File: config.mk
export PLATFORM = sky130hd
export DESIGN_NAME = expression_token_lexer_unit
export DESIGN_NICKNAME = d
export VERILOG_FILES = /design/src/rtl/etl_pkg.sv /design/src/rtl/etl_front.sv /design/src/rtl/etl_queue.sv /design/src/rtl/etl_back.sv /design/src/rtl/expression_token_lexer_unit.sv
export SDC_FILE = /design/constraint.sdc
export NUM_CORES = 1
export LEC_CHECK = 0
export BUFFER_PORTS_ARGS = -buffer_cell sky130_fd_sc_hd__buf_2
export CORE_MARGIN = 8
export CORE_UTILIZATION = 45
export CTS_BUF_LIST = sky130_fd_sc_hd__clkbuf_8
export CTS_CLUSTER_SIZE = 8
export DETAILED_ROUTE_END_ITERATION = 16
export SLEW_MARGIN = 0
export SYNTH_ARGS = -nofsm -noshare
export SYNTH_HDL_FRONTEND = slang
export SYNTH_SLANG_ARGS = --single-unit
File: constraint.sdc
create_clock -name clk -period 5.2 [get_ports clk]
set_clock_uncertainty 0.05 [all_clocks]
set_input_delay 1.56 -clock clk [delete_from_list [all_inputs] [get_ports clk]]
set_output_delay 1.56 -clock clk [all_outputs]
set_load 0.01 [all_outputs]
File: src/rtl/etl_pkg.sv
package etl_pkg;

	// Result field widths
	localparam int TOKEN_VALUE_BITS = 31;
	localparam int TOKEN_KIND_BITS  = 3;

	// Job queue between front and back (power of two)
	localparam int QUEUE_DEPTH = 4;

	// Character codes
	localparam logic [7:0] CH_SPACE = 8'h20;
	localparam logic [7:0] CH_PLUS  = 8'h2B;
	localparam logic [7:0] CH_STAR  = 8'h2A;
	localparam logic [7:0] CH_OPEN  = 8'h28;
	localparam logic [7:0] CH_CLOSE = 8'h29;
	localparam logic [7:0] CH_ZERO  = 8'h30;
	localparam logic [7:0] CH_NINE  = 8'h39;

	// Token kinds
	typedef enum logic [TOKEN_KIND_BITS-1:0] {
		TK_INT   = 3'd0,
		TK_ADD   = 3'd1,
		TK_MUL   = 3'd2,
		TK_OPEN  = 3'd3,
		TK_CLOSE = 3'd4,
		TK_BAD   = 3'd5,
		TK_OVF   = 3'd6,
		TK_END   = 3'd7
	} token_kind_t;

	// One queued job: optional integer token, then optional single-kind token
	typedef struct packed {
		logic                        has_int;
		logic [TOKEN_VALUE_BITS-1:0] int_val;
		logic                        has_op;
		token_kind_t                 op_kind;
	} etl_job_t;

	// Queue control: push from the front and the full status it sees
	typedef struct packed {
		logic push;
		logic full;
	} etl_qctl_t;

endpackage

File: src/rtl/etl_front.sv
module etl_front #(
	parameter int NUMBER_BITS = 31
) (
	input  logic             clk,
	input  logic             arst_n,
	input  logic             in_valid,
	input  logic [7:0]       in_char,
	input  logic             in_end,
	input  logic             q_full,
	output logic             in_ready,
	output logic             push,
	output etl_pkg::etl_job_t job
);
	import etl_pkg::*;

	logic                   in_number_q;
	logic                   skipping_q;
	logic [NUMBER_BITS-1:0] acc_q;

	logic                   accept;
	logic [NUMBER_BITS+3:0] prod;
	logic                   ovf;
	logic                   emit;
	logic                   nxt_in_number;
	logic                   nxt_skipping;
	logic [NUMBER_BITS-1:0] nxt_acc;

	assign in_ready = !q_full;
	assign accept   = in_valid && in_ready;

	// acc * 10 + digit as shift-add, overflow when any bit above the range is set
	assign prod = ({4'b0, acc_q} << 3) + ({4'b0, acc_q} << 1)
		+ (NUMBER_BITS+4)'(in_char[3:0]);
	assign ovf  = |prod[NUMBER_BITS+3:NUMBER_BITS];

	// Classify the character and build the job
	always_comb begin
		emit          = 1'b0;
		job.has_int   = in_number_q;
		job.int_val   = TOKEN_VALUE_BITS'(acc_q);
		job.has_op    = 1'b0;
		job.op_kind   = TK_END;
		nxt_in_number = in_number_q;
		nxt_skipping  = skipping_q;
		nxt_acc       = acc_q;
		if (in_end) begin
			job.has_int   = in_number_q && !skipping_q;
			job.has_op    = 1'b1;
			job.op_kind   = TK_END;
			emit          = 1'b1;
			nxt_in_number = 1'b0;
			nxt_skipping  = 1'b0;
			nxt_acc       = '0;
		end else if (!skipping_q) begin
			unique case (in_char) inside
				[CH_ZERO:CH_NINE]: begin
					if (ovf) begin
						job.has_int   = 1'b0;
						job.has_op    = 1'b1;
						job.op_kind   = TK_OVF;
						emit          = 1'b1;
						nxt_in_number = 1'b0;
						nxt_skipping  = 1'b1;
						nxt_acc       = '0;
					end else begin
						nxt_in_number = 1'b1;
						nxt_acc       = prod[NUMBER_BITS-1:0];
					end
				end
				CH_SPACE: begin
					emit          = in_number_q;
					nxt_in_number = 1'b0;
					nxt_acc       = '0;
				end
				CH_PLUS, CH_STAR, CH_OPEN, CH_CLOSE: begin
					job.has_op    = 1'b1;
					emit          = 1'b1;
					nxt_in_number = 1'b0;
					nxt_acc       = '0;
					unique case (in_char)
						CH_PLUS:  job.op_kind = TK_ADD;
						CH_STAR:  job.op_kind = TK_MUL;
						CH_OPEN:  job.op_kind = TK_OPEN;
						default:  job.op_kind = TK_CLOSE;
					endcase
				end
				default: begin
					// bad character: pending number dropped
					job.has_int   = 1'b0;
					job.has_op    = 1'b1;
					job.op_kind   = TK_BAD;
					emit          = 1'b1;
					nxt_in_number = 1'b0;
					nxt_skipping  = 1'b1;
					nxt_acc       = '0;
				end
			endcase
		end
	end

	assign push = accept && emit;

	// Lexer state
	always_ff @(posedge clk or negedge arst_n) begin
		if (!arst_n) begin
			in_number_q <= 1'b0;
			skipping_q  <= 1'b0;
			acc_q       <= '0;
		end else if (accept) begin
			in_number_q <= nxt_in_number;
			skipping_q  <= nxt_skipping;
			acc_q       <= nxt_acc;
		end
	end

endmodule

File: src/rtl/etl_queue.sv
module etl_queue (
	input  logic              clk,
	input  logic              arst_n,
	input  etl_pkg::etl_qctl_t ctl,
	input  etl_pkg::etl_job_t wr_job,
	input  logic              pop,
	output logic              full,
	output logic              not_empty,
	output etl_pkg::etl_job_t rd_job
);
	import etl_pkg::*;

	localparam int PTR_W = $clog2(QUEUE_DEPTH);

	etl_job_t         mem_q [QUEUE_DEPTH];
	logic [PTR_W-1:0] wr_ptr_q;
	logic [PTR_W-1:0] rd_ptr_q;
	logic [PTR_W:0]   count_q;
	logic             do_pop;

	assign full      = count_q == (PTR_W+1)'(QUEUE_DEPTH);
	assign not_empty = count_q != '0;
	assign do_pop    = pop && not_empty;
	assign rd_job    = mem_q[rd_ptr_q];

	// Storage
	always_ff @(posedge clk) begin
		if (ctl.push) begin
			mem_q[wr_ptr_q] <= wr_job;
		end
	end

	// Pointers and fill count
	always_ff @(posedge clk or negedge arst_n) begin
		if (!arst_n) begin
			wr_ptr_q <= '0;
			rd_ptr_q <= '0;
			count_q  <= '0;
		end else begin
			if (ctl.push) begin
				wr_ptr_q <= wr_ptr_q + 1'b1;
			end
			if (do_pop) begin
				rd_ptr_q <= rd_ptr_q + 1'b1;
			end
			case ({ctl.push, do_pop})
				2'b10:   count_q <= count_q + 1'b1;
				2'b01:   count_q <= count_q - 1'b1;
				default: count_q <= count_q;
			endcase
		end
	end

endmodule

File: src/rtl/etl_back.sv
module etl_back (
	input  logic              clk,
	input  logic              arst_n,
	input  logic              job_valid,
	input  etl_pkg::etl_job_t job,
	output logic              pop,
	output logic              tok_valid,
	input  logic              tok_ready,
	output logic [2:0]        tok_kind,
	output logic [30:0]       tok_value,
	output logic              tok_last
);
	import etl_pkg::*;

	// Set once the integer token of the head job has been sent
	logic int_done_q;
	logic show_int;
	logic xfer;

	assign show_int  = job.has_int && !int_done_q;
	assign tok_valid = job_valid;
	assign tok_kind  = show_int ? TK_INT : job.op_kind;
	assign tok_value = show_int ? job.int_val : '0;
	assign tok_last  = show_int ? !job.has_op : 1'b1;
	assign xfer      = tok_valid && tok_ready;
	assign pop       = xfer && tok_last;

	// Token phase within the head job
	always_ff @(posedge clk or negedge arst_n) begin
		if (!arst_n) begin
			int_done_q <= 1'b0;
		end else if (pop) begin
			int_done_q <= 1'b0;
		end else if (xfer) begin
			int_done_q <= 1'b1;
		end
	end

endmodule

File: src/rtl/expression_token_lexer_unit.sv
// Expression token lexer.
// Input stream s_axis: one character per transfer in s_axis_tdata[7:0];
// s_axis_tlast marks the end of the expression (the byte is then ignored).
// Output stream m_axis: one token per transfer; m_axis_tuser[2:0] is the kind
// (integer, add, multiply, open, close, bad char, overflow, end),
// m_axis_tdata[30:0] the integer value (zero for other kinds), and
// m_axis_tlast flags the last token caused by one input character.
// Digits accumulate with no output; the number is sent when a space,
// operator, parenthesis or end marker follows. After a bad character or an
// overflow, input is dropped until the end marker.
// Throughput: one character per cycle while the queue is not full; the front
// classifies and accumulates in the accepting cycle and writes a job into a
// 4-entry queue. The back sends one token per cycle while the receiver is
// ready, so a character that yields two tokens makes two transfers.
// Reset clears the lexer state and empties the queue. When the receiver
// stalls, the queue fills and s_axis_tready drops; no token is lost.
module expression_token_lexer_unit #(
	parameter int NUMBER_BITS = 31
) (
	input  logic        clk,
	input  logic        arst_n,
	input  logic        s_axis_tvalid,
	output logic        s_axis_tready,
	input  logic [7:0]  s_axis_tdata,  // [7:0] char_code
	input  logic        s_axis_tlast,  // end_of_input
	output logic        m_axis_tvalid,
	input  logic        m_axis_tready,
	output logic [31:0] m_axis_tdata,  // [30:0] token_value, [31] zero
	output logic [2:0]  m_axis_tuser,  // [2:0] token_kind
	output logic        m_axis_tlast   // last_of_run
);
	import etl_pkg::*;

	etl_job_t  front_job;
	etl_job_t  head_job;
	etl_qctl_t qctl;
	logic      push;
	logic      pop;
	logic      head_valid;
	logic      q_full;
	logic [TOKEN_VALUE_BITS-1:0] tok_value;

	assign qctl.push = push;
	assign qctl.full = q_full;

	etl_front #(
		.NUMBER_BITS(NUMBER_BITS)
	) u_front (
		.clk      (clk),
		.arst_n   (arst_n),
		.in_valid (s_axis_tvalid),
		.in_char  (s_axis_tdata),
		.in_end   (s_axis_tlast),
		.q_full   (qctl.full),
		.in_ready (s_axis_tready),
		.push     (push),
		.job      (front_job)
	);

	etl_queue u_queue (
		.clk       (clk),
		.arst_n    (arst_n),
		.ctl       (qctl),
		.wr_job    (front_job),
		.pop       (pop),
		.full      (q_full),
		.not_empty (head_valid),
		.rd_job    (head_job)
	);

	etl_back u_back (
		.clk       (clk),
		.arst_n    (arst_n),
		.job_valid (head_valid),
		.job       (head_job),
		.pop       (pop),
		.tok_valid (m_axis_tvalid),
		.tok_ready (m_axis_tready),
		.tok_kind  (m_axis_tuser),
		.tok_value (tok_value),
		.tok_last  (m_axis_tlast)
	);

	assign m_axis_tdata = {1'b0, tok_value};

endmodule

Yosys cells after proc, flatten, opt, wreduce, memory -nomap -nowiden
Memories as Yosys holds them, arrays and structs flattened.
Index checks and enable logic that the tools add are counted.
{"block": "totals", "inputBits": 13, "ram_bits": 144, "memories": 1, "output_inout_bits": 38, "wordCells": 76, "register_bits": 41}
{"name": "u_queue.mem_q", "words": 4, "word_bits": 36, "read_ports": 1, "rd_ports_with_merged_regs": 0, "wr": 1, "line": "etl_queue.sv:15", "text": "etl_job_t mem_q [QUEUE_DEPTH];"}
{"block": "classes", "add_sub_neg": 6, "reduce_logical": 19, "n_lt_le_gt_ge": 2, "n_mux": 32, "eq_ne": 9}
{"cell": "$mux 31", "n": 5}
{"cell": "$eq 8x6->1 const B", "n": 5}
{"cell": "$add 34x32->35", "n": 1}
{"cell": "$add 35x4->35", "n": 1}
{"cell": "$mux 1", "n": 17}
{"cell": "$mux 4", "n": 3}
{"cell": "$pmux 4 s3", "n": 1}
{"cell": "$pmux 3 s3", "n": 1}
{"cell": "$ge 8x6->1 const B", "n": 1}
{"cell": "$le 8x6->1 const B", "n": 1}
{"cell": "$logic_and 1x1->1", "n": 8}
{"cell": "$reduce_or 4->1", "n": 2}
{"cell": "$pmux 1 s2", "n": 3}
{"cell": "$pmux 3 s2", "n": 1}
{"cell": "$reduce_or 5->1", "n": 1}
{"cell": "$add 2x1->2 const B", "n": 2}
{"cell": "$logic_not 1->1", "n": 4}
{"cell": "$reduce_bool 2->1", "n": 2}
{"cell": "$add 3x1->3 const B", "n": 1}
{"cell": "$eq 3x3->1 const B", "n": 1}
{"cell": "$mux 3", "n": 1}
{"cell": "$reduce_bool 3->1", "n": 1}
{"cell": "$sub 3x1->3 const B", "n": 1}
{"cell": "$eq 2x1->1 const B", "n": 1}
{"cell": "3 further kinds", "n": 3}

Longest topological paths before layout
{"block": "depth", "word_depth": 10, "depth_mapped": 17, "ltp_nobuf": 17}

Modules after synthesis
A second synthesis with hierarchy kept.
{"block": "hier_totals", "cells_unflattened": 709, "area_unflattened_um2": 9795.6}
{"mod": "etl_queue", "cells_per_inst": 225, "seq_area_each_um2": 4499.3, "instances": 1, "area_each_um2": 5619.1}
{"mod": "etl_front", "cells_per_inst": 436, "seq_area_each_um2": 825.8, "instances": 1, "area_each_um2": 3768.6}
{"mod": "etl_back", "cells_per_inst": 46, "seq_area_each_um2": 25.0, "instances": 1, "area_each_um2": 396.6}
{"mod": "expression_token_lexer_unit", "cells_per_inst": 2, "seq_area_each_um2": 0.0, "instances": 1, "area_each_um2": 11.3}

Worst setup path before layout
No wires, ideal clock.
{"block": "synth_timing", "path_type": "input to register", "from": "in s_axis_tdata[3]", "to": "mem u_queue.mem_q[0][0] (netlist name), enable pin", "required_ns": 4.721, "path_slack_ns": -0.718, "cell_stages": 12, "n_path_buf": 0, "setup_time_ns": 0.429, "arrival_ns": 5.439, "path_cell_list": "inv_1 fa_1 inv_1 ha_1 a211oi_1 o21ai_2 o311ai_1 a21oi_1 o211ai_1 a221o_1 o21ai_2 nor2_1"}
{"block": "synth_between", "elab_chain_len": 9, "word_cells_on_any_way": 13, "classes_between": "add/sub (1); order compare (2); eq/ne (1); mux (6); reduce/logical (3)"}
{"item": "start: declaration", "line": "expression_token_lexer_unit.sv:24", "text": "input logic [7:0] s_axis_tdata,"}
{"item": "$add 35x4->35", "line": "etl_front.sv:33", "text": "+ (NUMBER_BITS+4)'(in_char[3:0]);"}
{"item": "$reduce_or 4->1", "line": "etl_front.sv:34", "text": "assign ovf = |prod[NUMBER_BITS+3:NUMBER_BITS];"}
{"item": "$mux 1", "line": "etl_front.sv:57", "text": "if (ovf) begin"}
{"item": "$pmux 1 s2 *", "line": "etl_front.sv:55", "text": "unique case (in_char) inside"}
{"item": "$mux 1 *", "line": "etl_front.sv:54", "text": "end else if (!skipping_q) begin"}
{"item": "$mux 1 *", "line": "etl_front.sv:46", "text": "if (in_end) begin"}
{"item": "$logic_and 1x1->1 *", "line": "etl_front.sv:101", "text": "assign push = accept && emit;"}
{"item": "$mux 1 *", "line": "etl_queue.sv:28", "text": "if (ctl.push) begin"}
{"item": "$mux 1 (not written as such) *", "line": "etl_queue.sv:29", "text": "mem_q[wr_ptr_q] <= wr_job;"}
{"item": "end: declaration", "line": "etl_queue.sv:15"}
Mark *: on every way between the ends. The rest lies on a longest branch, timed or not.

Worst setup path in the final report
{"block": "layout_timing", "from": "in s_axis_tdata[3]", "to": "reg u_queue.count_q[2]"}
{"block": "layout_between", "elab_chain_len": 9, "word_cells_on_any_way": 15, "classes_between": "add/sub (1); order compare (2); eq/ne (3); mux (5); reduce/logical (4)"}
{"item": "$add 35x4->35", "line": "etl_front.sv:33"}
{"item": "$reduce_or 4->1", "line": "etl_front.sv:34"}
{"item": "$mux 1", "line": "etl_front.sv:57"}
{"item": "$pmux 1 s2 *", "line": "etl_front.sv:55"}
{"item": "$mux 1 *", "line": "etl_front.sv:54"}
{"item": "$mux 1 *", "line": "etl_front.sv:46"}
{"item": "$logic_and 1x1->1 *", "line": "etl_front.sv:101"}
{"item": "$eq 2x1->1 / $eq 2x2->1 (equally long branches)", "line": "etl_queue.sv:46", "text": "case ({ctl.push, do_pop})"}
{"item": "$pmux 3 s2 / $reduce_bool 2->1 (equally long branches)"}
{"item": "end signal: assignment", "line": "etl_queue.sv:47", "text": "2'b10: count_q <= count_q + 1'b1;"}
{"item": "end signal: assignment", "line": "etl_queue.sv:48", "text": "2'b01: count_q <= count_q - 1'b1;"}
{"item": "end signal: assignment", "line": "etl_queue.sv:49", "text": "default: count_q <= count_q;"}
{"item": "end: declaration", "line": "etl_queue.sv:18", "text": "logic [PTR_W:0] count_q;"}
Marks and branches as above.
A chain may end at the register's enable or synchronous reset.

==> impl_metrics.json <==
{
  "status": "finished, final reports clean",
  "cts.repair.resized": 0,
  "area_delta_synth_final_pct": 13.4,
  "power_density_mw_per_mm2": 389,
  "hold_buffers": 0,
  "min_from": "u_back.int_done_q",
  "vdd_ir_drop_max_mv": 0.220,
  "fin_util": 0.521,
  "grt_pass1_vias": 6292,
  "final_common_cell": "edfxtp_1",
  "cts_root_buf": "clkbuf_8",
  "grt_max_degree": 42,
  "avgViaCountPerCell": 5.72,
  "synth_top_cell_by_area": "edfxtp_1",
  "ant_nets": 0,
  "antenna_found_initial": 0,
  "portBuffers": 49,
  "ys_warn_count": 0,
  "rr_startpoint": "u_front.acc_q[2]",
  "via_count": 6161,
  "crit_type": "input port to flop",
  "synthArstFlopShare": 0.222,
  "post_cts_buffers": 0,
  "clock_sinks": 185,
  "cts_made_buffers": 17,
  "grt-ovfl-total": 0,
  "ys_ff_latch": 185,
  "slew_violations": 0,
  "layout_common_cells": "144 x edfxtp_1, 64 x ha_1, 59 x nand2_1",
  "wire_per_inst_um": 20.4,
  "fin_area_mm2": 0.0110,
  "synthTopCellsByArea": "edfxtp_1 45%, dfrtp_1 11%, ha_1 8.5%",
  "total_power_w": 0.00428,
  "yosys.area.top_type_share": 0.446,
  "io_pins": 51,
  "insertion_delay_ns": 0.46,
  "drive_gt1_frac": 0.247,
  "synth_ff_type": "edfxtp_1",
  "ys_types": 69,
  "fin_crit_sh": 0.950,
  "gp_congestion": 0.894,
  "worstHoldPathType": "flop to flop",
  "syn_inst": 721,
  "cp-startpoint": "s_axis_tdata[3]",
  "wl_mm": 22.0,
  "cts_tree": "built",
  "worst_slack_ns": 0.258,
  "start_util": 0.459,
  "max-cap-violations": 0,
  "chipHeight_um": 163,
  "rsz0062_at_grt": "false",
  "p_leak_nw": 4.44,
  "grt_pass1_wl_mm": 35.4,
  "cp_max_fo": 3,
  "end_kind": "flop",
  "fmax_mhz": 202,
  "cts_buffer_depth": 2,
  "fin_crit_ns": 4.94,
  "relSlewSlack": 0.303,
  "worstMarginPinSlew_ns": 1.04,
  "preCtsSetupSlack_ns": -0.216,
  "cp.arrival_ns": 5.28,
  "drc": 0,
  "diodes": 0,
  "tns_ns": 0,
  "synth_seq_area_share": 0.552,
  "avgSynthCellArea_um2": 13.4,
  "dp_hpwl_mm": 16.0,
  "nets": 872,
  "worstPathRequired_ns": 5.54,
  "synth_nets": 803,
  "track_usage": 0.172,
  "drt_pass1_iterations": 5,
  "drtIter0Drc": 430,
  "rows": 53,
  "synth_edf_count": 144,
  "hold_viol": 0,
  "die_area_mm2": 0.0265,
  "coreArea_mm2": 0.0211,
  "start_kind": "input port",
  "cts_max_level": 4,
  "clkTransAtPathRegs_ns": 0.09,
  "synth_area_mm2": 0.00969,
  "die_width_um": 163,
  "n_fill_cell": 1778,
  "dpl_cell_area_mm2": 0.0106,
  "finalSetupViolCount": 0
}
worst max-delay path: stages:
cell,delay (ns)
buf_2,0.16
inv_8,0.03
fa_1,0.52
inv_2,0.06
ha_4,0.21
a211oi_2,0.21
o21ai_2,0.12
a41oi_2,0.26
a2111oi_4,0.12
or3_1,0.40
a221o_1,0.40
o21ai_4,0.24
ha_4,0.17
inv_2,0.04
fa_2,0.34
xor2_1,0.16
nor2_1,0.14
xor2_1,0.15
synth_stat cells, types with 15 or more instances:
cell      count
o21ai_0      23
nor2_1       20
edfxtp_1    144
dfrtp_1      41
ha_1         66
a21oi_1      34
xor2_1       15
clkbuf_1     17
nor2b_1      33
mux4_2       36
xnor2_1      15
nand2_1      59
inv_1        30
o21ai_2      21
area by class of cell:
cell class | instances | area [µm²] | area share
clock buffer | 18 | 248 | 0.0225
clock inverter | 14 | 188 | 0.0171
inverter | 30 | 120 | 0.0109
multi-input combinational | 473 | 4140 | 0.377
sequential | 185 | 5350 | 0.487
tap | 275 | 344 | 0.0313
timing repair buffer | 83 | 601 | 0.0546
registers in the layout, summed over array words and instances, names as in the netlist:
register and flops:
u_front.acc_q 31, u_queue.wr_ptr_q 2, u_queue.rd_ptr_q 2, u_front.in_number_q 1, u_back.int_done_q 1, u_queue.count_q 3
u_front.skipping_q 1, u_queue.mem_q 144
routing by layer:
| metal | share of wire | up-vias | global-route usage |
|---|---|---|---|
| met1 | 0.45 | 3099 | 0.227 |
| met2 | 0.49 | 146 | 0.287 |
| li1 | - | 2894 | - |
| met4 | 0.016 | 0 | 0.0580 |
| met5 | 0 | - | 0 |
| met3 | 0.041 | 22 | 0.0243 |
power breakdown:
group	total [W]	internal, W	switching [W]
Clock	0.00102	0.000501	0.000521
Sequential	0.00188	0.00180	0.0000859
Combinational	0.00137	0.000636	0.000735
Total	0.00428	0.00293	0.00134
logic make-up after synthesis:
family | synth area share
adders and majority gates | 0.0914
muxes | 0.0879
DFF | 0.552
and+or+nand+nor | 0.0927
buffers and inverters | 0.0282
xor gates and xnor gates | 0.0271
AOI/OAI and AO/OA | 0.120
other | 0.000387
worst paths after layout:
kind | endpoint | slack [ns] | depth (start not counted)
worst max-delay path | u_queue.count_q[2] | 0.26 | 18
worst min-delay path | u_back.int_done_q | 0.43 | 2
worst max register to register | u_queue.count_q[2] | 0.88 | 17
worst min register to register | u_back.int_done_q | 0.43 | 2
max in group asynchronous | u_queue.rd_ptr_q[0] | 3.17 | 1
min in group asynchronous | u_front.acc_q[3] | 1.23 | 1
through the flow:
step | std cells | hold slack, ns
after global routing | 1078 | 0.450
after CTS | 1078 | 0.437
after floorplan | 721 | 0.391
final | 1078 | 0.434
after detailed placement | 1046 | 0.415
after global placement | 1046 | 0.410
(Power assumes the default switching activity.)
